### src/hdl/tmt_pkg.sv
// Shared constants and types for the trimmed-mean-of-ten block.
// No dependencies.
`timescale 1ns / 1ps

package tmt_pkg;

  localparam int BATCH_SIZE  = 10;
  localparam int SAMPLE_BITS = 24;
  localparam int AVG_BITS    = 24;
  // ten samples need four extra bits of headroom
  localparam int SUM_BITS    = SAMPLE_BITS + 4;
  localparam int CNT_BITS    = 4;
  // eight kept samples: divide by shifting
  localparam int KEEP_SHIFT  = 3;

  localparam logic [CNT_BITS-1:0] LAST_COUNT = CNT_BITS'(BATCH_SIZE - 1);

  typedef logic [SAMPLE_BITS-1:0] sample_t;
  typedef logic [SUM_BITS-1:0]    sum_t;
  typedef logic [AVG_BITS-1:0]    avg_t;

  // Totals of one finished batch, passed from accumulator to result stage.
  typedef struct packed {
    sum_t    running_sum;
    sample_t largest;
    sample_t smallest;
  } tmt_batch_t;

endpackage

### src/hdl/trimmed_mean_of_ten.sv
// Trimmed mean of ten: drops max and min of each ten-sample batch, averages the rest.
// Throughput: one sample per cycle while the result path does not stall; one result per ten samples.
// Tenth sample to out_valid: input register (smp_r), batch capture register (fin_r), output register.
// Rate set by the sum/max/min update in tmt_accum.
// Reset (rst_n low, synchronous): empties all stages and starts a new batch.
// Depends on tmt_pkg, tmt_accum, tmt_result.
`timescale 1ns / 1ps

module trimmed_mean_of_ten import tmt_pkg::*; (
  input  logic    clk,
  input  logic    rst_n,
  input  logic    in_valid,
  output logic    in_ready,
  input  sample_t in_sample,
  output logic    out_valid,
  input  logic    out_ready,
  output avg_t    out_average
);

  logic       done_valid;
  logic       done_ready;
  tmt_batch_t done;

  tmt_accum u_accum (
    .clk        (clk),
    .rst_n      (rst_n),
    .in_valid   (in_valid),
    .in_ready   (in_ready),
    .in_sample  (in_sample),
    .done_valid (done_valid),
    .done_ready (done_ready),
    .done       (done)
  );

  tmt_result u_result (
    .clk         (clk),
    .rst_n       (rst_n),
    .done_valid  (done_valid),
    .done_ready  (done_ready),
    .done        (done),
    .out_valid   (out_valid),
    .out_ready   (out_ready),
    .out_average (out_average)
  );

  a_min_le_max: assert property (@(posedge clk) disable iff (!rst_n)
    done_valid |-> (done.smallest <= done.largest))
    else $error("batch min above max");

  a_sum_holds_extremes: assert property (@(posedge clk) disable iff (!rst_n)
    done_valid |-> (done.running_sum >=
                    (SUM_BITS'(done.largest) + SUM_BITS'(done.smallest))))
    else $error("batch sum smaller than its extremes");

  a_batch_held: assert property (@(posedge clk) disable iff (!rst_n)
    (done_valid && !done_ready) |=> (done_valid && $stable(done)))
    else $error("stalled batch changed");

endmodule

### src/hdl/tmt_accum.sv
// Input register and batch accumulator (running sum, max, min, count).
// Depends on tmt_pkg.
`timescale 1ns / 1ps

module tmt_accum import tmt_pkg::*; (
  input  logic       clk,
  input  logic       rst_n,
  input  logic       in_valid,
  output logic       in_ready,
  input  sample_t    in_sample,
  output logic       done_valid,
  input  logic       done_ready,
  output tmt_batch_t done
);

  logic                smp_vld_r;
  sample_t             smp_r;
  logic [CNT_BITS-1:0] count_r;
  sum_t                sum_r;
  sample_t             max_r;
  sample_t             min_r;

  logic    last;
  logic    acc_go;
  sum_t    sum_nxt;
  sample_t max_nxt;
  sample_t min_nxt;

  assign last   = (count_r == LAST_COUNT);
  assign acc_go = smp_vld_r && (!last || done_ready);

  assign in_ready = !smp_vld_r || acc_go;

  assign sum_nxt = sum_r + SUM_BITS'(smp_r);
  assign max_nxt = (smp_r > max_r) ? smp_r : max_r;
  assign min_nxt = (smp_r < min_r) ? smp_r : min_r;

  assign done_valid        = smp_vld_r && last;
  assign done.running_sum  = sum_nxt;
  assign done.largest      = max_nxt;
  assign done.smallest     = min_nxt;

  always_ff @(posedge clk) begin
    if (!rst_n) begin
      smp_vld_r <= 1'b0;
    end else if (in_ready) begin
      smp_vld_r <= in_valid;
    end
  end

  always_ff @(posedge clk) begin
    if (in_ready && in_valid) begin
      smp_r <= in_sample;
    end
  end

  always_ff @(posedge clk) begin
    if (!rst_n) begin
      count_r <= '0;
      sum_r   <= '0;
      max_r   <= '0;
      min_r   <= '1;
    end else if (acc_go) begin
      if (last) begin
        // batch handed off, start over
        count_r <= '0;
        sum_r   <= '0;
        max_r   <= '0;
        min_r   <= '1;
      end else begin
        count_r <= count_r + 1'b1;
        sum_r   <= sum_nxt;
        max_r   <= max_nxt;
        min_r   <= min_nxt;
      end
    end
  end

endmodule

### src/hdl/tmt_result.sv
// Batch capture register, trim and divide, and output register.
// Depends on tmt_pkg.
`timescale 1ns / 1ps

module tmt_result import tmt_pkg::*; (
  input  logic       clk,
  input  logic       rst_n,
  input  logic       done_valid,
  output logic       done_ready,
  input  tmt_batch_t done,
  output logic       out_valid,
  input  logic       out_ready,
  output avg_t       out_average
);

  logic       fin_vld_r;
  tmt_batch_t fin_r;
  logic       out_vld_r;
  avg_t       avg_r;

  logic fin_go;
  logic out_free;
  sum_t trimmed;
  avg_t avg_nxt;

  assign out_free   = !out_vld_r || out_ready;
  assign fin_go     = fin_vld_r && out_free;
  assign done_ready = !fin_vld_r || fin_go;

  // sum always contains both extremes, so no underflow
  assign trimmed = fin_r.running_sum - SUM_BITS'(fin_r.largest)
                   - SUM_BITS'(fin_r.smallest);
  assign avg_nxt = AVG_BITS'(trimmed >> KEEP_SHIFT);

  always_ff @(posedge clk) begin
    if (!rst_n) begin
      fin_vld_r <= 1'b0;
    end else if (done_ready) begin
      fin_vld_r <= done_valid;
    end
  end

  always_ff @(posedge clk) begin
    if (done_ready && done_valid) begin
      fin_r <= done;
    end
  end

  always_ff @(posedge clk) begin
    if (!rst_n) begin
      out_vld_r <= 1'b0;
    end else if (out_free) begin
      out_vld_r <= fin_vld_r;
    end
  end

  always_ff @(posedge clk) begin
    if (fin_go) begin
      avg_r <= avg_nxt;
    end
  end

  assign out_valid   = out_vld_r;
  assign out_average = avg_r;

endmodule
### config.mk
export PLATFORM = sky130hd
export DESIGN_NAME = trimmed_mean_of_ten
export DESIGN_NICKNAME = d
export VERILOG_FILES = /design/src/hdl/tmt_pkg.sv /design/src/hdl/trimmed_mean_of_ten.sv /design/src/hdl/tmt_accum.sv /design/src/hdl/tmt_result.sv
export SDC_FILE = /design/constraint.sdc
export NUM_CORES = 1
export LEC_CHECK = 0
export BUFFER_PORTS_ARGS = -buffer_cell sky130_fd_sc_hd__buf_4
export CORE_UTILIZATION = 45
export CTS_CLUSTER_DIAMETER = 30
export DETAILED_ROUTE_END_ITERATION = 8
export GPL_TIMING_DRIVEN = 0
export MAX_ROUTING_LAYER = met4
export SYNTH_ARGS = -nofsm -noshare
export SYNTH_HDL_FRONTEND = slang
export SYNTH_SLANG_ARGS = --single-unit
### constraint.sdc
create_clock -name clk -period 9.05 [get_ports clk]
set_clock_uncertainty 0.15 [all_clocks]
set_input_delay 0 -clock clk [delete_from_list [all_inputs] [get_ports clk]]
set_output_delay 0 -clock clk [all_outputs]
set_load 0.01 [all_outputs]
[Word-level counts from Yosys, hierarchy flattened]
Cells that the tools add are included.
Word-level totals
  latch bits: 0
  flip-flop bits (word level): 206
  memories: 0
  bits in writable memories: 0
  bits of input ports: 28
  output and inout port bits: 26
  memory bits (read-only): 0
  logic and storage cells: 38
Cells by class
  reduce and logical (&&, ||, !) cells: 13
  $mul: 0
  magnitude comparators: 2
  shift operators: 0
  add/subtract/negate cells: 4
  divide/modulo/power cells: 0
  bitwise operators: 0
  equality and inequality tests: 1
  muxes and demuxes: 6
Operators with widths (count)
  two-way mux 24 bit: 4
  subtractor 27 x 24 -> 27 bit: 2
  adder 28 x 24 -> 28 bit: 1
  two-way mux 28 bit: 1
  greater-than comparator 24 bit: 1
  less-than comparator 24 bit: 1
  logical AND 1 bit: 5
  adder 4 x 1 -> 4 bit, second input constant: 1
  equality test 4 bit, second input constant: 1
  zero test 1 bit: 4
  logical OR 1 bit: 4
  two-way mux 4 bit: 1

[Logic depth before layout (Yosys ltp)]
Gate-level depths: netlist (run 1).
  depth in word-level cells: 8
  mapped depth: 12
  depth with buffers taken out: 11

[By module]
From an unflattened synthesis (run 1), not the netlist that was laid out.
Unflattened totals
  cell total of the unflattened synthesis: 1092
  area, all modules: 11741.3 µm²
By module, submodules not included
  tmt_accum: area an instance 6909.1 µm², sequential area each 2342.2 µm², instances 1, cells each 750
  tmt_result: area an instance 4832.1 µm², sequential area each 3012.9 µm², instances 1, cells each 342

[Least setup slack after synthesis (run 1)]
Ideal clock, no wire load.
  kind: register -> register
  start point: reg u_accum.count_r[2]
  end point: reg u_result.fin_r[0] (netlist bit), enable pin
  period minus slack after synthesis: 4.977 ns
  slack: 4.073 ns
  setup time: 0.509 ns
  data arrival time: 4.318 ns
  data required time: 8.391 ns
  buffers on the path: 2
  cell stages (with the launch flop): 8
  cell sequence: dfxtp_1 > nand2b_1 > nor2_1 > nand2_1 > and2_1 > clkbuf_1 > clkbuf_1 > nor2_1
On the way
  word-level cells in the longest chain between the ends: 3
Ends and longest elaborated chain
  from (decl): RTL line tmt_accum.sv:18  | logic [CNT_BITS-1:0] count_r;
  from (signal assigned): RTL line tmt_accum.sv:71  | count_r <= count_r + 1'b1;
  equality test 4 bit: RTL line tmt_accum.sv:29  | assign last = (count_r == LAST_COUNT);
  logical AND 1 bit: RTL line tmt_accum.sv:38  | assign done_valid = smp_vld_r && last;
  logical AND 1 bit: RTL line tmt_result.sv:44  | if (done_ready && done_valid) begin
  to (signal assigned): RTL line tmt_result.sv:45  | fin_r <= done;
  to (decl): RTL line tmt_result.sv:17  | tmt_batch_t fin_r;
No other way between the ends.
A chain may end at the register's enable or synchronous reset.

==> results.ini, run 1 <==
[cts]
clockBufferDepth = 3
numCtsBuffers = 47
cts_tree = yes
clkSlewWorstSetupHoldPaths_ps = 50
clkLatencyLatePin_ps = 530
h-tree-depth = 2
cts.sink_count = 205
root_buffer = clkbuf_16
cts_setup_buffers = 0

[detailed_routing]
drc_errors = 0
routed-via-count = 7986
drt_wl_total_um = 25200
drt_first_iter_violations = 505
first_pass_iters = 5
antenna_left = 0
vias_per_cell = 5.16
wl_per_cell_um = 16.3

[sta]
post-route-min-period_ps = 3580
setup_violations = 0
tightest_slew_ps = 704
tns_ps = 0
maxSlewViolCount = 0
hold_viol_final = 0
rsz0062_at_grt = false
max_freq_mhz = 279
period_share_pct = 39.6
max_slew_margin_pct = 53.0

[yosys]
syn_nets = 1198
yosys.cell_types.count = 65
yosysSeqAreaShare_pct = 46.7
synth_flop_cell = edfxtp_1
syn_inst = 1050
synth_edf_count = 123
netlist_area_mm2 = 0.0114
yosysWarnings = 0
synth_seq_cells = 205
synthArstFlopShare_pct = 0
syn-mean-instance-area_um2 = 10.9

[job]
cap_violations = 0

[setup_path]
end_kind = flip-flop
critPathArrivalTime_ps = 3670
path_max_fanout = 5
crit_type = flip-flop to flip-flop
r2r_cells = 9
cp.required_ps = 9130
start_kind = flip-flop

[floorplanning]
dieArea_mm2 = 0.0260
ios = 54
rows = 57
die_w_um = 161
core_area_mm2 = 0.0246
die_y_um = 161
initial_core_util_pct = 46.4

[min_path]
holdCritPathClass = input port to flip-flop
whs_path_depth = 2

[placed_design]
gp_congestion = 0.877
port_buffers = 53
dpl.hpwl_um = 19200
dpl-instance-area_mm2 = 0.0123

[finish]
fin_nets = 1333
syn2layout_area_growth_pct = 24.4
fin_util_pct = 57.7
drive_above_1_share_pct = 15.6
final_cell_area_mm2 = 0.0142
diodes = 0

[pwr]
power_density_mw_per_mm2 = 239
finalPower_mw = 3.39
peakVddDrop_mv = 0.148
p_leak_nw = 6.14

[grt]
grt_overflow = 0
grt_pass1_wl_um = 40600
grt_pass1_vias = 7921
antenna_found_initial = 0
gr-usage-all-layers_pct = 20.6
grt_start_max_net_pins = 32

[status]
status = complete, no violations

critical path: stages (launching register included):
cell and delay, ps:
edfxtp_1 480, ha_1 270, fa_1 410, a21oi_1 230
o21ai_1 170, a2111oi_2 530, o31ai_2 170, a311oi_2 400
o21ai_0 250, xor2_1 220
cells in the final DEF, fill, tap and decap left out, drive strengths merged, types with 4 or more instances in the layout:
cell,count
a2111oi,6
a211oi,12
a21boi,6
a21o,29
a21oi,59
a221o,6
a22o,37
a22oi,10
a31oi,4
and2,6
buf,70
bufinv,6
clkbuf,75
clkinv,20
dfxtp,82
dlygate4sd3,29
edfxtp,123
fa,24
ha,96
inv,115
mux2,24
mux2i,19
nand2,56
nand2b,4
nand3,16
nand4,17
nor2,71
nor2b,23
nor3,9
o211ai,8
o21a,14
o21ai,56
o21bai,8
o31ai,5
xnor2,29
xor2,18
metrics by stage:
| step | cells | setup slack (ps) | hold WS, ps |
|---|---|---|---|
| 5_1_grt | 1547 | 5270 | 15.0 |
| 2_1_floorplan | 1050 | 4070 | -51.1 |
| 6_report | 1547 | 5470 | 36.0 |
| 3_3_place_gp | 1427 | 2160 | 28.2 |
| 3_5_place_dp | 1431 | 5500 | 29.3 |
| 4_1_cts | 1547 | 5460 | 16.7 |
where the power goes:
part / leakage (nW) / internal [mW] / switching [mW] / total, mW
Combinational: 3.53 / 0.255 / 0.324 / 0.578
Clock: 0.785 / 1.14 / 0.539 / 1.68
Sequential: 1.82 / 1.08 / 0.0489 / 1.13
metal layers:
metal  global-route usage [%]  wire length [µm]  vias up  share of wire, %
met5                        -                 0        -                 0
met4                     6.05               454        0               1.8
met3                     3.54               926       37               3.7
met2                     31.8             11200      157                44
met1                     27.8             12700     3706                50
li1                         -                 -     4086                 -
cell usage after synthesis (all sizes together), types with 9 or more instances:
cell | n | area [µm²]
mux2 | 24 | 270
o21a | 14 | 105
clkbuf | 23 | 86.3
nor3 | 9 | 45.0
a22o | 37 | 324
a21oi | 59 | 303
nand2 | 56 | 218
inv | 109 | 409
edfxtp | 123 | 3690
ha | 96 | 1200
mux2i | 19 | 190
dfxtp | 82 | 1640
nand3 | 16 | 80.1
nor2b | 23 | 144
xnor2 | 29 | 254
o21ai | 56 | 288
a211oi | 12 | 95.1
nor2 | 71 | 267
nand4 | 17 | 106
xor2 | 18 | 158
fa | 24 | 480
buf | 13 | 80.1
a22oi | 10 | 75.1
a21o | 29 | 218
registers in the layout, summed over array words and instances (netlist names):
signal                count
u_accum.smp_vld_r         1
u_result.fin_vld_r        1
u_accum.sum_r            27
u_accum.count_r           4
u_accum.max_r            24
u_result.out_average     24
u_result.fin_r           75
u_accum.min_r            24
u_accum.smp_r            24
u_result.out_valid        1
layout make-up:
type | instances | area [µm²]
well taps | 324 | 405
clock inverters | 35 | 390
fillers | 2137 | 10400
clock buffers | 52 | 1210
flip-flops and latches | 205 | 5340
repair buffers | 86 | 758
plain buffers | 36 | 166
multi-input cells | 700 | 5520
inverters | 109 | 409
cell families (layout without fill, tap and decap cells):
group	count (synthesis)	in the layout	share of synthesized area (%)
AO/OA/AOI/OAI	274	274	17.0
multiplexers	43	43	4.03
XOR/XNOR	47	47	3.60
flip-flops	205	205	46.7
buffers and inverters	145	318	5.04
adder cells (fa/ha/maj)	120	120	14.7
AND/OR/NAND/NOR	216	216	8.92
timing repair:
item / CTS / global route
hold endpoints to repair: 69 / 0
hold buffers: 29 / 0
gates resized for setup: 0 / 0
path summary, 6_finish.rpt:
check | from | to | slack (ps)
min reg2reg | u_accum.sum_r[19] | u_accum.sum_r[19] | 310
max | u_accum.smp_r[0] | u_result.fin_r[72] | 5470
max reg2reg | u_accum.smp_r[0] | u_result.fin_r[72] | 5470
min | in_sample[17] | u_accum.smp_r[17] | 40
Power figures use the tool's default switching activity.
==> inputs of run 2 (changes only) <==
Settings changed: ABC_AREA set to 1.
Clock period 9.05 ns to 3 ns, I/O delays scaled along.
==> run 2 against run 1 <==
Net effect: final area grew 12%; worst hold slack lost 24 ps; global-route usage grew 4.6 points; critical endpoint is now u_result.out_average[18].
==> results.ini, run 2 <==
[status]
status = complete, no violations

[setup_path]
crit_type = flip-flop to flip-flop
start_kind = flip-flop
crit_start = u_result.fin_r[12]
path_max_fanout = 6  ; +1
end_kind = flip-flop
critPathArrivalTime_ps = 3020  ; -650 ps
reg2reg_from = u_result.fin_r[12]
cp.required_ps = 3120  ; -6010 ps

[yosys]
synth_flop_cell = edfxtp_1
yosysSeqAreaShare_pct = 41.0  ; -5.7 points
netlist_area_mm2 = 0.0130  ; +14%
synth_top_cell_area_share_pct = 28.4  ; -3.9 points
synthMostInstantiatedCell = nand2_1
yosys.area.top_type = edfxtp_1
synth_seq_cells = 205  ; unchanged
syn_inst = 1549  ; +48%
synthSimpleGateAreaFrac_pct = 25.8  ; +17 points
synth_top_family_by_area = simple AND/OR/NAND/NOR gates
yosys.cell_types.count = 42  ; -35%
synthTopCellsByArea = edfxtp_1 28%, dfxtp_1 13%, nand2_1 9.7%
synthXorXnorAreaFrac_pct = 2.22  ; -1.4 points
synth_common_cells = 337 x nand2_1, 244 x inv_1, 137 x nand3_1, 123 x edfxtp_1, 110 x a21oi_1
synth-compound-area-share_pct = 9.48  ; -7.5 points
yosysWarnings = 0  ; unchanged
syn-mean-instance-area_um2 = 8.39  ; -23%
synth_fa_ha_area_share_pct = 12.9  ; -1.8 points
synth_edf_count = 123  ; unchanged
synthMuxAreaShare_pct = 0  ; -4.0 points
syn_nets = 1697  ; +42%
synthArstFlopShare_pct = 0  ; unchanged

[pwr]
finalPower_mw = 9.85  ; +190%
power_density_mw_per_mm2 = 617  ; +160%
p_leak_nw = 7.26  ; +18%
peakVddDrop_mv = 0.460  ; +210%

[finish]
drive_above_1_share_pct = 14.7  ; -0.93 points
top_register = u_result.fin_r
largest_reg_flops = 75  ; unchanged
fin_nets = 1836  ; +38%
final_common_cell = nand2_1
final_cell_area_mm2 = 0.0160  ; +12%
fillers = 2557  ; +20%
diodes = 0  ; unchanged
top_regs = u_result.fin_r: 75 flops, u_accum.sum_r: 27 flops
layout_common_cells = 336 x nand2_1, 244 x inv_1, 137 x nand3_1
syn2layout_area_growth_pct = 22.8

[placed_design]
dpl-instance-area_mm2 = 0.0140  ; +14%
dp_slack_ps = 5.88  ; -5490 ps
gp_congestion = 0.908  ; +3.4%
dpl.hpwl_um = 27700  ; +44%
port_buffers = 53  ; unchanged

[cts]
h-tree-depth = 2  ; unchanged
root_buffer = clkbuf_16
clockBufferDepth = 3  ; unchanged
cts.sink_count = 205  ; unchanged
clkLatencyLatePin_ps = 550  ; +20 ps
cts_tree = yes
cts_setup_buffers = 0  ; unchanged
numCtsBuffers = 50  ; +6.4%
clkSlewWorstSetupHoldPaths_ps = 40  ; about the same

[grt]
grt_start_max_net_pins = 34  ; +6.3%
grt_overflow = 0  ; unchanged
grt_pass1_wl_um = 55000  ; +35%
grt_pass1_vias = 10700  ; +35%
gr-usage-all-layers_pct = 25.2  ; +4.6 points
antenna_found_initial = 0  ; unchanged

[floorplanning]
initial_core_util_pct = 46.3  ; -0.13 points
die_y_um = 172  ; +6.6%
rows = 61  ; +7.0%
dieArea_mm2 = 0.0296  ; +14%
core_area_mm2 = 0.0281  ; +14%
ios = 54  ; unchanged
die_w_um = 172  ; +6.6%

[detailed_routing]
routed-via-count = 10500  ; +31%
antenna_left = 0  ; unchanged
first_pass_iters = 5  ; unchanged
wl_per_cell_um = 16.5  ; +1.1%
drt_first_iter_violations = 556  ; +10%
vias_per_cell = 4.98  ; -3.5%
drt_wl_total_um = 34700  ; +38%
drc_errors = 0  ; unchanged

[min_path]
min-delay-start = in_sample[13]
holdCritPathClass = input port to flip-flop

[sta]
period_share_pct = 96.7  ; +57 points
max_slew_margin_pct = 44.7  ; -8.3 points
max_freq_mhz = 345  ; +24%
setup_violations = 0  ; unchanged
setup_ws_ps = 100  ; -5370 ps
hold_viol_final = 0  ; unchanged
tightest_slew_ps = 830  ; +126 ps
post-route-min-period_ps = 2900  ; -683 ps
maxSlewViolCount = 0  ; unchanged

[job]
cap_violations = 0  ; unchanged

-- run 2: changes by cell type after synthesis, sizes merged, moves of 11 or more --
cell	previous run	this run
a21o	29	7
a21oi	59	131
a22o	37	0
and2	6	62
clkbuf	23	12
inv	109	246
mux2	24	0
mux2i	19	0
nand2	56	363
nand3	16	158
nor2b	23	0
o21a	14	2
xnor2	29	7
-- run 2: logic make-up after synthesis --
family,count (synthesis)
adders and majority gates,120
and+or+nand+nor,695
buffers and inverters,280
DFF,205
xor gates and xnor gates,33
AOI/OAI and AO/OA,216
-- run 2: metrics by stage --
stage          hold slack [ps]  std cells  util [%]  TNS, ps
2_1_floorplan            -51.1       1549         -        0
3_3_place_gp              28.0       1980      49.4   -13040
3_5_place_dp              29.4       1984      49.7        0
4_1_cts                  0.227       2107      56.7        0
5_1_grt                   8.11       2107      56.9    -9.50
6_report                  12.5       2107      56.9        0
-- run 2: layout make-up --
type / count / area, µm² / area share, %
buffer: 34 / 188 / 1.18
tap: 378 / 473 / 2.96
multi-input combinational: 1064 / 6620 / 41.4
clock inverter: 28 / 305 / 1.91
sequential: 205 / 5340 / 33.4
clock buffer: 65 / 1350 / 8.44
inverter: 246 / 923 / 5.78
timing repair buffer: 87 / 781 / 4.89
-- run 2: path summary, 6_finish.rpt --
check,cells past startpoint,endpoint,slack (ps)
max,10,u_result.out_average[18],100
min,2,u_accum.smp_r[13],10
max reg2reg,10,u_result.out_average[18],100
min reg2reg,2,u_accum.max_r[2],320
-- run 2: what timing repair did --
| action | in CTS | in global routing |
|---|---|---|
| gates resized for setup | 3 | 11 |
| hold buffers | 30 | 0 |
| endpoints found under the setup margin | 2 | 23 |
| hold endpoints to repair | 67 | 0 |
-- run 2: power by group --
part | leakage, nW | internal [mW] | switching [mW]
sequential | 1.80 | 3.15 | 0.0891
clock | 0.780 | 3.50 | 1.69
combinational | 4.68 | 0.522 | 0.902
total | 7.26 | 7.18 | 2.68
-- run 2: worst max-delay path: stages (launching register included) --
cell	delay, ps
edfxtp_1	400
inv_1	90
fa_1	490
ha_1	390
a21oi_1	220
inv_1	60
a31oi_1	220
o21ai_0	160
nand2_1	80
nand3_1	160
xor2_1	190
-- run 2: layer usage --
metal  vias to the layer above  share of wire, %  track usage [%]
met1                      4842                45             31.0
li1                       5378                 -                -
met3                        64               4.3             3.30
met5                         -                 0                -
met4                         0               2.4             7.23
met2                       217                48             43.3
==> inputs of run 3 (changes only) <==
Settings changed: SYNTH_HIERARCHICAL set to 1.
==> run 3 against run 2 <==
Net effect: setup slack improved by 48 ps; clock power rose by 4.8%; final area rose by 0.16%; non-clock buffer count fell by 3; register-to-register slack improved by 50 ps; sequential power barely moved; area after synthesis rose by 0.38%; via count rose by 3.6%; sequential share of layout area fell by 0.052 points; utilization fell by 0.065 points; wire length fell by 2.9%; combinational power fell by 9.9%; critical endpoint is now u_result/fin_r[21]; largest power group unchanged; highest routed layer unchanged.
==> results.ini, run 3 <==
[status]
status = complete, no violations

[yosys]
netlist_area_mm2 = 0.0131  ; +0.38%
yosysWarnings = 6  ; +6
syn-mean-instance-area_um2 = 7.86  ; -6.3%
syn_inst = 1660  ; +7.2%
syn_nets = 1808  ; +6.5%

[sta]
maxSlewViolCount = 0  ; unchanged
max_freq_mhz = 351  ; +1.7%
rsz0062_at_grt = false
tns_ps = 0  ; unchanged
hold_viol_final = 0  ; unchanged
tightest_slew_ps = 954  ; +124 ps
hold_ws_ps = 22.0  ; +9.48 ps
setup_violations = 0  ; unchanged
post-route-min-period_ps = 2850  ; -48.0 ps
period_share_pct = 95.1  ; -1.6 points
max_slew_margin_pct = 36.4  ; -8.3 points

[setup_path]
cp.required_ps = 3200  ; +80 ps
crit_type = flip-flop to flip-flop
critPathArrivalTime_ps = 3050  ; +30 ps
end_kind = flip-flop
r2r_slack_ps = 150  ; +50 ps
path_max_fanout = 10  ; +4
start_kind = flip-flop

[pwr]
peakVddDrop_mv = 0.582  ; +26%
power_density_mw_per_mm2 = 623  ; +1.0%
p_leak_nw = 7.58  ; +4.4%

[finish]
fillers = 2592  ; +1.4%
drive_above_1_share_pct = 11.2  ; -3.5 points
largest_reg_flops = 75  ; unchanged
top_regs = u_result/fin_r: 75 flops, u_accum/sum_r: 27 flops
top_register = u_result/fin_r
syn2layout_area_growth_pct = 22.6
final_common_cell = nand2_1
register_area_mm2 = 0.00534  ; unchanged
layout_common_cells = 466 x nand2_1, 279 x inv_1, 160 x nand3_1
fin_nets = 1942  ; +5.8%
multi_input_area_mm2 = 0.00650  ; -1.7%
diodes = 0  ; unchanged

[min_path]
holdCritPathClass = input port to flip-flop

[detailed_routing]
first_pass_iters = 5  ; unchanged
drc_errors = 0  ; unchanged
drt_wl_total_um = 33700  ; -2.9%
vias_per_cell = 4.92  ; -1.3%
routed-via-count = 10900  ; +3.6%
drt_first_iter_violations = 624  ; +12%
wl_per_cell_um = 15.3  ; -7.4%
antenna_left = 0  ; unchanged

[cts]
cts_resized = 0  ; -3
cts.sink_count = 205  ; unchanged
numCtsBuffers = 48  ; -4.0%
root_buffer = clkbuf_16
h-tree-depth = 2  ; unchanged
clkSlewWorstSetupHoldPaths_ps = 40  ; about the same
clkLatencyLatePin_ps = 550  ; about the same
clockBufferDepth = 3  ; unchanged
cts_setup_buffers = 0  ; unchanged
cts_tree = yes
ctsHoldBuffers = 28  ; -6.7%

[grt]
antenna_found_initial = 1  ; +1
grt_overflow = 0  ; unchanged
gr-usage-all-layers_pct = 24.2  ; -0.99 points
grt_pass1_vias = 10500  ; -2.1%
grt_start_max_net_pins = 72  ; +110%
grt_pass1_wl_um = 52800  ; -4.1%

[placed_design]
port_buffers = 53  ; unchanged
gp_congestion = 0.936  ; +3.2%
dpl.hpwl_um = 27000  ; -2.6%

[floorplanning]
dieArea_mm2 = 0.0297  ; +0.38%
initial_core_util_pct = 46.3  ; +0.052 points
rows = 61  ; unchanged
ios = 54  ; unchanged
core_area_mm2 = 0.0282  ; +0.27%
die_y_um = 172  ; +0.19%
die_w_um = 172  ; +0.19%

[job]
cap_violations = 0  ; unchanged

-- run 3: power by group --
part / internal [mW] / total, mW / switching, mW
registers: 3.15 / 3.24 / 0.0948
clock network: 3.78 / 5.44 / 1.66
logic: 0.473 / 1.28 / 0.811
-- run 3: metal layers --
layer | GRT usage (%) | part of all wire [%] | vias to the layer above
met5 | - | 0 | -
met4 | 6.81 | 2.0 | 0
met3 | 3.50 | 4.3 | 45
met2 | 40.9 | 47 | 237
met1 | 30.1 | 46 | 4960
li1 | - | - | 5632
-- run 3: final timing paths --
| kind | depth (start not counted) | end | from |
|---|---|---|---|
| hold / removal | 2 | u_accum/smp_r[8] | in_sample[8] |
| hold reg to reg | 2 | u_accum/max_r[9] | u_accum/max_r[9] |
| setup reg to reg | 10 | u_result/fin_r[21] | u_accum/smp_r[9] |
| setup / recovery | 10 | u_result/fin_r[21] | u_accum/smp_r[9] |
-- run 3: stage by stage --
step | cells | util [%] | setup WS, ps | power [mW] | area, µm²
6_report | 2210 | 56.8 | 148 | 9.97 | 16000
3_5_place_dp | 2094 | 49.7 | 159 | 4.53 | 14000
4_1_cts | 2210 | 56.8 | 145 | 10.0 | 16000
2_1_floorplan | 1660 | - | 136 | 4.14 | 13100
5_1_grt | 2210 | 56.8 | 14.3 | 10.4 | 16000
3_3_place_gp | 2091 | 49.4 | -684 | 4.51 | 13900
-- run 3: cell type report --
class	count	area share, %
clock inverter	36	3.00
timing repair buffer	84	4.60
buffer	34	1.02
sequential	205	33.4
tap	378	2.96
multi-input combinational	1140	40.7
inverter	281	6.61
clock buffer	52	7.79
-- run 3: worst max-delay path: stages, from the launching register on --
cell      delay (ps)
edfxtp_1         490
ha_1             360
a21oi_1          130
o21ai_0           80
nand2_1           90
nand3_1           90
a21oi_2          360
nand2_1          270
buf_2            260
nand2_1           90
and2_1           260
